**src/sv/clt_pkg.sv**
```systemverilog
package clt_pkg;

    localparam int ENTRIES  = 16;
    localparam int HANDLE_W = $clog2(ENTRIES);
    localparam int COUNT_W  = $clog2(ENTRIES + 1);

    typedef enum logic [1:0] {
        OP_LOOKUP    = 2'd0,
        OP_INSERT    = 2'd1,
        OP_REMOVE    = 2'd2,
        OP_SETLISTEN = 2'd3
    } op_t;

    typedef enum logic [1:0] {
        ST_OK         = 2'd0,
        ST_NOT_FOUND  = 2'd1,
        ST_FULL       = 2'd2,
        ST_BAD_HANDLE = 2'd3
    } status_t;

    typedef enum logic [1:0] {
        KIND_NONE        = 2'd0,
        KIND_EXACT       = 2'd1,
        KIND_LISTEN_ADDR = 2'd2,
        KIND_LISTEN_ANY  = 2'd3
    } kind_t;

    typedef struct packed {
        logic [31:0] local_addr;
        logic [15:0] lport;
        logic [31:0] remote_addr;
        logic [15:0] rport;
    } key_t;

    typedef struct packed {
        key_t key;
        logic listening;
    } entry_t;

    typedef struct packed {
        logic exact;
        logic listen_addr;
        logic listen_any;
    } match_t;

endpackage

```
**src/sv/clt_ram.sv**
```systemverilog
module clt_ram #(
    parameter int WIDTH = 8,
    parameter int DEPTH = 16
) (
    input  logic                     clk,
    input  logic                     we,
    input  logic [$clog2(DEPTH)-1:0] waddr,
    input  logic [WIDTH-1:0]         wdata,
    input  logic [$clog2(DEPTH)-1:0] raddr,
    output logic [WIDTH-1:0]         rdata
);

    logic [WIDTH-1:0] mem [DEPTH];

    always_ff @(posedge clk)
    begin
        if (we)
        begin
            mem[waddr] <= wdata;
        end
        rdata <= mem[raddr];
    end

endmodule

```
**src/sv/clt_match.sv**
```systemverilog
module clt_match (
    input  clt_pkg::entry_t entry,
    input  clt_pkg::key_t   key,
    output clt_pkg::match_t hit
);

    logic port_hit;

    assign hit.exact = (entry.key.local_addr == key.local_addr)
                    && (entry.key.lport == key.lport)
                    && (entry.key.remote_addr == key.remote_addr)
                    && (entry.key.rport == key.rport);

    // listening entries match on the local side only
    assign port_hit       = entry.listening && (entry.key.lport == key.lport);
    assign hit.listen_addr = port_hit && (entry.key.local_addr == key.local_addr);
    assign hit.listen_any  = port_hit && (entry.key.local_addr == 32'd0);

endmodule

```
**src/sv/connection_tuple_lookup_table.sv**
```systemverilog
// Connection table for segment demultiplexing.
//
// Request channel: drive op and the tuple fields with start high; the request
// is taken at the clock edge where start is high and busy is low. busy stays
// high until the cycle that carries the result.
// Result channel: done is high for exactly one cycle with status, handle_out
// and match_kind valid. The receiver cannot hold a result off.
//
// Insert, a full table, a bad handle for remove or set listen, and lookup on an
// empty table are answered straight from the idle state. Set listen reads the
// entry, then writes it back with the new flag. Remove compacts the search order,
// one entry a cycle; lookup walks the search order, one entry a cycle. The order
// memory feeds the entry memory, each with one registered read port; an exact or
// same-address hit ends the lookup walk early. A new request may be taken in the
// done cycle.
//
// Reset clears the valid bits and the entry count; the memories keep their
// contents and need no clearing pass, since only the contents of valid slots are ever used.
module connection_tuple_lookup_table (
    input  logic        clk,
    input  logic        rst_n,
    input  logic        start,
    output logic        busy,
    input  logic [1:0]  op,
    input  logic [31:0] local_addr,
    input  logic [15:0] local_port_num,
    input  logic [31:0] remote_addr,
    input  logic [15:0] remote_port_num,
    input  logic        listen_flag,
    input  logic [3:0]  handle_in,
    output logic        done,
    output logic [1:0]  status,
    output logic [3:0]  handle_out,
    output logic [1:0]  match_kind
);

    typedef enum logic [1:0] {
        S_IDLE,
        S_LK_WALK,
        S_RM_WALK,
        S_SL_WR
    } state_t;

    localparam int HW = clt_pkg::HANDLE_W;
    localparam int CW = clt_pkg::COUNT_W;

    state_t                    state_reg, state_next;
    logic [clt_pkg::ENTRIES-1:0] valid_reg, valid_next;
    logic [CW-1:0]             count_reg, count_next;
    clt_pkg::key_t             key_reg, key_next;
    logic                      lf_reg, lf_next;
    logic [HW-1:0]             h_reg, h_next;
    logic [CW-1:0]             rd_idx_reg, rd_idx_next;
    logic [CW-1:0]             wr_idx_reg, wr_idx_next;
    logic                      p1_vld_reg, p1_vld_next;
    logic                      p2_vld_reg, p2_vld_next;
    logic [HW-1:0]             slot_p2_reg, slot_p2_next;
    logic                      any_vld_reg, any_vld_next;
    logic [HW-1:0]             any_slot_reg, any_slot_next;
    logic                      done_reg, done_next;
    clt_pkg::status_t          status_reg, status_next;
    logic [HW-1:0]             handle_reg, handle_next;
    clt_pkg::kind_t            kind_reg, kind_next;
    logic                      busy_reg, busy_next;

    // memory ports
    logic            ent_we;
    logic [HW-1:0]   ent_waddr;
    clt_pkg::entry_t ent_wdata;
    logic [HW-1:0]   ent_raddr;
    clt_pkg::entry_t ent_q;
    logic            ord_we;
    logic [HW-1:0]   ord_waddr;
    logic [HW-1:0]   ord_wdata;
    logic [HW-1:0]   ord_raddr;
    logic [HW-1:0]   ord_q;

    clt_pkg::key_t   req_key;
    clt_pkg::match_t hit;
    logic            free_found;
    logic [HW-1:0]   free_slot;

    logic              fin;
    clt_pkg::status_t  fin_status;
    logic [HW-1:0]     fin_handle;
    clt_pkg::kind_t    fin_kind;

    assign req_key.local_addr  = local_addr;
    assign req_key.lport       = local_port_num;
    assign req_key.remote_addr = remote_addr;
    assign req_key.rport       = remote_port_num;

    // slot fields, tuple and listen flag
    clt_ram #(
        .WIDTH ($bits(clt_pkg::entry_t)),
        .DEPTH (clt_pkg::ENTRIES)
    ) u_entry_ram (
        .clk   (clk),
        .we    (ent_we),
        .waddr (ent_waddr),
        .wdata (ent_wdata),
        .raddr (ent_raddr),
        .rdata (ent_q)
    );

    // search order, oldest first
    clt_ram #(
        .WIDTH (HW),
        .DEPTH (clt_pkg::ENTRIES)
    ) u_order_ram (
        .clk   (clk),
        .we    (ord_we),
        .waddr (ord_waddr),
        .wdata (ord_wdata),
        .raddr (ord_raddr),
        .rdata (ord_q)
    );

    clt_match u_match (
        .entry (ent_q),
        .key   (key_reg),
        .hit   (hit)
    );

    // lowest free slot
    always_comb
    begin
        free_found = 1'b0;
        free_slot  = '0;
        for (int s = clt_pkg::ENTRIES - 1; s >= 0; s--)
        begin
            if (!valid_reg[s])
            begin
                free_found = 1'b1;
                free_slot  = HW'(s);
            end
        end
    end

    always_comb
    begin
        state_next    = state_reg;
        valid_next    = valid_reg;
        count_next    = count_reg;
        key_next      = key_reg;
        lf_next       = lf_reg;
        h_next        = h_reg;
        rd_idx_next   = rd_idx_reg;
        wr_idx_next   = wr_idx_reg;
        p1_vld_next   = 1'b0;
        p2_vld_next   = 1'b0;
        slot_p2_next  = slot_p2_reg;
        any_vld_next  = any_vld_reg;
        any_slot_next = any_slot_reg;
        done_next     = 1'b0;
        status_next   = status_reg;
        handle_next   = handle_reg;
        kind_next     = kind_reg;

        ent_we     = 1'b0;
        ent_waddr  = h_reg;
        ent_wdata  = ent_q;
        // entry read: request handle while idle, order data during the walk
        ent_raddr  = (state_reg == S_IDLE) ? handle_in : ord_q;
        ord_we     = 1'b0;
        ord_waddr  = wr_idx_reg[HW-1:0];
        ord_wdata  = ord_q;
        ord_raddr  = rd_idx_reg[HW-1:0];

        fin        = 1'b0;
        fin_status = clt_pkg::ST_OK;
        fin_handle = '0;
        fin_kind   = clt_pkg::KIND_NONE;

        unique case (state_reg)
            S_IDLE:
            begin
                if (start)
                begin
                    key_next     = req_key;
                    lf_next      = listen_flag;
                    h_next       = handle_in;
                    rd_idx_next  = '0;
                    wr_idx_next  = '0;
                    any_vld_next = 1'b0;
                    unique case (clt_pkg::op_t'(op))
                        clt_pkg::OP_LOOKUP:
                        begin
                            if (count_reg == '0)
                            begin
                                fin        = 1'b1;
                                fin_status = clt_pkg::ST_NOT_FOUND;
                            end
                            else
                            begin
                                state_next = S_LK_WALK;
                            end
                        end
                        clt_pkg::OP_INSERT:
                        begin
                            fin = 1'b1;
                            if (!free_found)
                            begin
                                fin_status = clt_pkg::ST_FULL;
                            end
                            else
                            begin
                                // store the tuple and append the slot to the order
                                ent_we                = 1'b1;
                                ent_waddr             = free_slot;
                                ent_wdata.key         = req_key;
                                ent_wdata.listening   = listen_flag;
                                ord_we                = 1'b1;
                                ord_waddr             = count_reg[HW-1:0];
                                ord_wdata             = free_slot;
                                valid_next[free_slot] = 1'b1;
                                count_next            = count_reg + CW'(1);
                                fin_handle            = free_slot;
                            end
                        end
                        clt_pkg::OP_REMOVE:
                        begin
                            if (!valid_reg[handle_in])
                            begin
                                fin        = 1'b1;
                                fin_status = clt_pkg::ST_BAD_HANDLE;
                            end
                            else
                            begin
                                valid_next[handle_in] = 1'b0;
                                state_next            = S_RM_WALK;
                            end
                        end
                        clt_pkg::OP_SETLISTEN:
                        begin
                            if (!valid_reg[handle_in])
                            begin
                                fin        = 1'b1;
                                fin_status = clt_pkg::ST_BAD_HANDLE;
                            end
                            else
                            begin
                                state_next = S_SL_WR;
                            end
                        end
                    endcase
                end
            end

            S_LK_WALK:
            begin
                // issue the next order read
                if (rd_idx_reg < count_reg)
                begin
                    rd_idx_next = rd_idx_reg + CW'(1);
                    p1_vld_next = 1'b1;
                end
                // order data addresses the entry memory
                p2_vld_next  = p1_vld_reg;
                slot_p2_next = ord_q;
                // compare the entry against the key
                priority if (p2_vld_reg && valid_reg[slot_p2_reg] && hit.exact)
                begin
                    fin        = 1'b1;
                    fin_handle = slot_p2_reg;
                    fin_kind   = clt_pkg::KIND_EXACT;
                end
                else if (p2_vld_reg && valid_reg[slot_p2_reg] && hit.listen_addr)
                begin
                    fin        = 1'b1;
                    fin_handle = slot_p2_reg;
                    fin_kind   = clt_pkg::KIND_LISTEN_ADDR;
                end
                else if (p2_vld_reg && valid_reg[slot_p2_reg] && hit.listen_any)
                begin
                    // keep the latest wildcard listener, continue the walk
                    any_vld_next  = 1'b1;
                    any_slot_next = slot_p2_reg;
                end
                else if (!p1_vld_reg && !p2_vld_reg && rd_idx_reg >= count_reg)
                begin
                    fin = 1'b1;
                    if (any_vld_reg)
                    begin
                        fin_handle = any_slot_reg;
                        fin_kind   = clt_pkg::KIND_LISTEN_ANY;
                    end
                    else
                    begin
                        fin_status = clt_pkg::ST_NOT_FOUND;
                    end
                end
                else
                begin
                    fin = 1'b0;
                end
            end

            S_RM_WALK:
            begin
                if (rd_idx_reg < count_reg)
                begin
                    rd_idx_next = rd_idx_reg + CW'(1);
                    p1_vld_next = 1'b1;
                end
                // copy every other slot down; writes never pass the read pointer
                if (p1_vld_reg && ord_q != h_reg)
                begin
                    ord_we      = 1'b1;
                    ord_waddr   = wr_idx_reg[HW-1:0];
                    ord_wdata   = ord_q;
                    wr_idx_next = wr_idx_reg + CW'(1);
                end
                if (!p1_vld_reg && rd_idx_reg >= count_reg)
                begin
                    count_next = wr_idx_reg;
                    fin        = 1'b1;
                    fin_handle = h_reg;
                end
            end

            S_SL_WR:
            begin
                // write back the entry with the new listen flag
                ent_we              = 1'b1;
                ent_waddr           = h_reg;
                ent_wdata.key       = ent_q.key;
                ent_wdata.listening = lf_reg;
                fin                 = 1'b1;
                fin_handle          = h_reg;
            end
        endcase

        if (fin)
        begin
            state_next  = S_IDLE;
            done_next   = 1'b1;
            status_next = fin_status;
            handle_next = fin_handle;
            kind_next   = fin_kind;
        end
        busy_next = (state_next != S_IDLE);
    end

    always_ff @(posedge clk or negedge rst_n)
    begin
        if (!rst_n)
        begin
            state_reg    <= S_IDLE;
            valid_reg    <= '0;
            count_reg    <= '0;
            key_reg      <= '0;
            lf_reg       <= 1'b0;
            h_reg        <= '0;
            rd_idx_reg   <= '0;
            wr_idx_reg   <= '0;
            p1_vld_reg   <= 1'b0;
            p2_vld_reg   <= 1'b0;
            slot_p2_reg  <= '0;
            any_vld_reg  <= 1'b0;
            any_slot_reg <= '0;
            done_reg     <= 1'b0;
            status_reg   <= clt_pkg::ST_OK;
            handle_reg   <= '0;
            kind_reg     <= clt_pkg::KIND_NONE;
            busy_reg     <= 1'b0;
        end
        else
        begin
            state_reg    <= state_next;
            valid_reg    <= valid_next;
            count_reg    <= count_next;
            key_reg      <= key_next;
            lf_reg       <= lf_next;
            h_reg        <= h_next;
            rd_idx_reg   <= rd_idx_next;
            wr_idx_reg   <= wr_idx_next;
            p1_vld_reg   <= p1_vld_next;
            p2_vld_reg   <= p2_vld_next;
            slot_p2_reg  <= slot_p2_next;
            any_vld_reg  <= any_vld_next;
            any_slot_reg <= any_slot_next;
            done_reg     <= done_next;
            status_reg   <= status_next;
            handle_reg   <= handle_next;
            kind_reg     <= kind_next;
            busy_reg     <= busy_next;
        end
    end

    assign busy       = busy_reg;
    assign done       = done_reg;
    assign status     = status_reg;
    assign handle_out = handle_reg;
    assign match_kind = kind_reg;

    // between requests the entry count equals the number of valid slots
    a_count_matches_valid: assert property (@(posedge clk) disable iff (!rst_n)
        (state_reg == S_IDLE) |-> ($countones(valid_reg) == 32'(count_reg)))
        else $error("entry count out of step with valid slots");

    // a result never arrives while a request is still in work
    a_done_not_busy: assert property (@(posedge clk) disable iff (!rst_n)
        done |-> !busy)
        else $error("result while busy");

    // a failed request carries no handle and no match kind
    a_fail_clean: assert property (@(posedge clk) disable iff (!rst_n)
        (done && status != clt_pkg::ST_OK) |-> (handle_out == '0 && match_kind == '0))
        else $error("failed result carries handle or kind");

    // only a lookup walk sets a match kind, so no table change goes with one
    a_kind_no_change: assert property (@(posedge clk) disable iff (!rst_n)
        (done && match_kind != clt_pkg::KIND_NONE) |-> $stable(valid_reg))
        else $error("match reported together with a table change");

endmodule

```
**config.mk**
```make
export PLATFORM = sky130hd
export DESIGN_NAME = connection_tuple_lookup_table
export DESIGN_NICKNAME = d
export VERILOG_FILES = /design/src/sv/clt_pkg.sv /design/src/sv/clt_ram.sv /design/src/sv/clt_match.sv /design/src/sv/connection_tuple_lookup_table.sv
export SDC_FILE = /design/constraint.sdc
export NUM_CORES = 2
export LEC_CHECK = 0
export ABC_AREA = 1
export BUFFER_PORTS_ARGS = -buffer_cell sky130_fd_sc_hd__buf_2
export CORE_MARGIN = 3
export CORE_UTILIZATION = 50
export DETAILED_ROUTE_END_ITERATION = 10
export PLACE_DENSITY = 0.64
export SLEW_MARGIN = 30
export SYNTH_ARGS = -nofsm -noshare
export SYNTH_HDL_FRONTEND = slang
export SYNTH_SLANG_ARGS = --single-unit
```
**constraint.sdc**
```tcl
create_clock -name clk -period 7.1 [get_ports clk]
set_clock_uncertainty 0.1 [all_clocks]
set_input_delay 1.42 -clock clk [delete_from_list [all_inputs] [get_ports clk]]
set_output_delay 1.42 -clock clk [all_outputs]
set_load 0.01 [all_outputs]
```
==> impl_metrics.env <==
export IMPL_run_status="complete, no violations"
export IMPL_cts_buffers=188
export IMPL_synth_edf_count=1616
export IMPL_p_per_area_nw_per_um2=428
export IMPL_clockBufferDepth=3
export IMPL_cp_slowest_cell="nor2_4"
export IMPL_hold_buffers=0
export IMPL_syn_num_nets=6828
export IMPL_slowest_delay_ns=0.87
export IMPL_grt_pass1_wl_mm=288
export IMPL_final_common_cell="edfxtp_1"
export IMPL_critPathRequiredTime_ns=7.44
export IMPL_cts_tree="built"
export IMPL_period_share_pct=64.2
export IMPL_avgSynthCellArea_um2=11.6
export IMPL_initial_core_util_pct=50.7
export IMPL_antenna_found_initial=1
export IMPL_fp_row_count=143
export IMPL_critical_path_cell_count=9
export IMPL_cp_num_buf_inv=3
export IMPL_final_core_util_pct=57.3
export IMPL_cp_start_kind="flop"
export IMPL_wire_per_inst_um=21.2
export IMPL_syn_to_final_growth_pct=12.9
export IMPL_largest_reg_flops=1552
export IMPL_max_freq_mhz=219
export IMPL_ys_ff_latch=1872
export IMPL_maxSlewViolCount=0
export IMPL_leakage_nw=33.6
export IMPL_dp_worst_setup_slack_ns=2.27
export IMPL_setup_ws_ns=2.54
export IMPL_yosysWarnings=0
export IMPL_r2r_start="state_reg[0]"
export IMPL_grt_overflow_total=0
export IMPL_rrSetupSlack_ns=2.54
export IMPL_synth_flop_cell="edfxtp_1"
export IMPL_clock_sinks=1872
export IMPL_vias_per_cell=5.57
export IMPL_numPortBuffers=115
export IMPL_final_hold_violation_count=0
export IMPL_num_vias=49800
export IMPL_gp_congestion=0.851
export IMPL_dieArea_um2=160000
export IMPL_netlist_area_um2=77600
export IMPL_critPathCaptureType="flop"
export IMPL_critical_path_max_fanout=20
export IMPL_crit_arrival_ns=4.90
export IMPL_layout_common_cells="edfxtp_1, inv_1, nand2_1, nand3_1, o21ai_0"
export IMPL_die_y_um=400
export IMPL_design_core_area_um2=153000
export IMPL_fillers=12400
export IMPL_path_cells="inv_1 > ha_1 > inv_2 > nor2_1 > nand4_1 > o21ai_0 > nand3_1 > nor2_4 > buf_4"
export IMPL_grt_max_degree=148
export IMPL_endpoint="u_entry_ram.mem[10][42]"
export IMPL_dp_hpwl_mm=103
export IMPL_maxCapViolations=0
export IMPL_syn_inst=6709
export IMPL_post_route_cells_drive_above_1_share_pct=9.68
export IMPL_cts_setup_buffers=0
export IMPL_post_cts_resize_count=0
export IMPL_ys_types=44
export IMPL_nets=6865
export IMPL_grt_pass1_vias=47400
export IMPL_startpoint="state_reg[0]"
export IMPL_first_pass_iters=6
export IMPL_rsz0062_at_grt="no"
export IMPL_vdd_drop_max_uv=313
export IMPL_r2r_cells=9
export IMPL_hp_class="reg2reg"
export IMPL_clk_pin_slew_ns=0.06
export IMPL_insertion_delay_ns=0.81
export IMPL_worstSetupPathType="reg2reg"
export IMPL_worst_pin_slew_ns=1.07
export IMPL_postRouteAntennaNets=0
export IMPL_drcViolationCount=0
export IMPL_period_needed_ns=4.56
export IMPL_async_flop_share_pct=8.28
export IMPL_h_tree_depth=4
export IMPL_yosysSeqAreaShare_pct=70.1
export IMPL_regToRegEndpoint="u_entry_ram.mem[10][42]"
export IMPL_setup_viol=0
export IMPL_wl_mm=190
export IMPL_cp_top_family="simple AND/OR/NAND/NOR gates"
export IMPL_dieWidth_um=400
export IMPL_slew_headroom_pct=28.8
export IMPL_drt_iter0_markers=5239
export IMPL_cts_root_buf="clkbuf_16"
export IMPL_grt_use_total_pct=23.6
export IMPL_io_pins=116
synthesized netlist by cell type, types with 13 or more instances:
master,n,area [um2]
o221ai_1,25,219
edfxtp_1,1616,48500
o22ai_1,104,651
o21ai_1,25,125
nand3_1,596,2980
xnor2_1,73,639
nor3_1,15,75.1
nand4_1,15,93.8
dfrtp_1,155,3880
buf_1,26,97.6
inv_1,1089,4090
a21oi_1,442,2210
o21ai_0,574,2870
ha_1,13,163
dfxtp_1,101,2020
xor2_1,13,114
clkbuf_1,193,724
buf_2,157,786
nor2_1,150,563
o211ai_1,359,2700
nand2_1,870,3270
worst register-to-register path, cell delays in order (launching register included):
cell     delay (ns)
dfrtp_1        0.41
inv_1          0.12
ha_1           0.67
inv_2          0.31
nor2_1         0.19
nand4_1        0.19
o21ai_0        0.31
nand3_1        0.46
nor2_4         0.88
buf_4          0.53
cells by family (layout without fill, tap and decap cells):
kind of cell | count (synthesis) | after routing | share of synthesized area [%]
AO/OA/AOI/OAI | 1566 | 1566 | 11.7
XOR/XNOR | 86 | 86 | 0.971
adder cells (fa/ha/maj) | 13 | 13 | 0.210
buffers and inverters | 1484 | 1687 | 7.51
flip-flops | 1872 | 1872 | 70.1
multiplexers | 5 | 5 | 0.0645
other | 0 | 1 | 0
AND/OR/NAND/NOR | 1683 | 1683 | 9.38
worst min path at each step:
stage                                from         endpoint  cells past startpoint
after detailed placement        status[1]        status[1]                      2
after CTS                       status[1]        status[1]                      2
final                       match_kind[0]    match_kind[0]                      2
after floorplan                p1_vld_reg       p2_vld_reg                      2
after global routing      any_slot_reg[1]  any_slot_reg[1]                      2
after global placement          status[1]        status[1]                      2
per-layer routing:
| layer | GRT usage [%] | part of all wire [%] |
|---|---|---|
| met3 | 3.24 | 6.6 |
| met1 | 34.3 | 44 |
| met5 | 0 | 0 |
| met4 | 6.35 | 2.2 |
| met2 | 37.6 | 47 |
final cells by class:
cell class / instances / area [um2] / area share (%)
timing repair buffer: 232 / 2250 / 2.57
antenna: 1 / 2.50 / 0.00286
clock buffer: 270 / 5360 / 6.12
sequential: 1872 / 54400 / 62.1
multi-input combinational: 3353 / 18000 / 20.6
tap: 2030 / 2540 / 2.90
inverter: 1099 / 4150 / 4.74
clock inverter: 86 / 826 / 0.943
through the flow:
step	hold WS, ns	setup TNS [ns]	cell area (um2)	power (W)	cells
floorplan	0.333	-151.41	77600	0.0239	6709
global placement	0.357	0	80500	0.0273	8571
detailed placement	0.369	0	81200	0.0278	8585
CTS	0.383	0	87300	0.0376	8941
global route	0.408	0	87600	0.0396	8942
finish	0.380	0	87600	0.0375	8943
where the power goes:
group	internal (W)	switching [W]	leakage [nW]
Clock	0.00567	0.00416	3.04
Sequential	0.0149	0.000668	17.4
Combinational	0.00347	0.00865	13.1
Power figures use the tool's default switching activity.
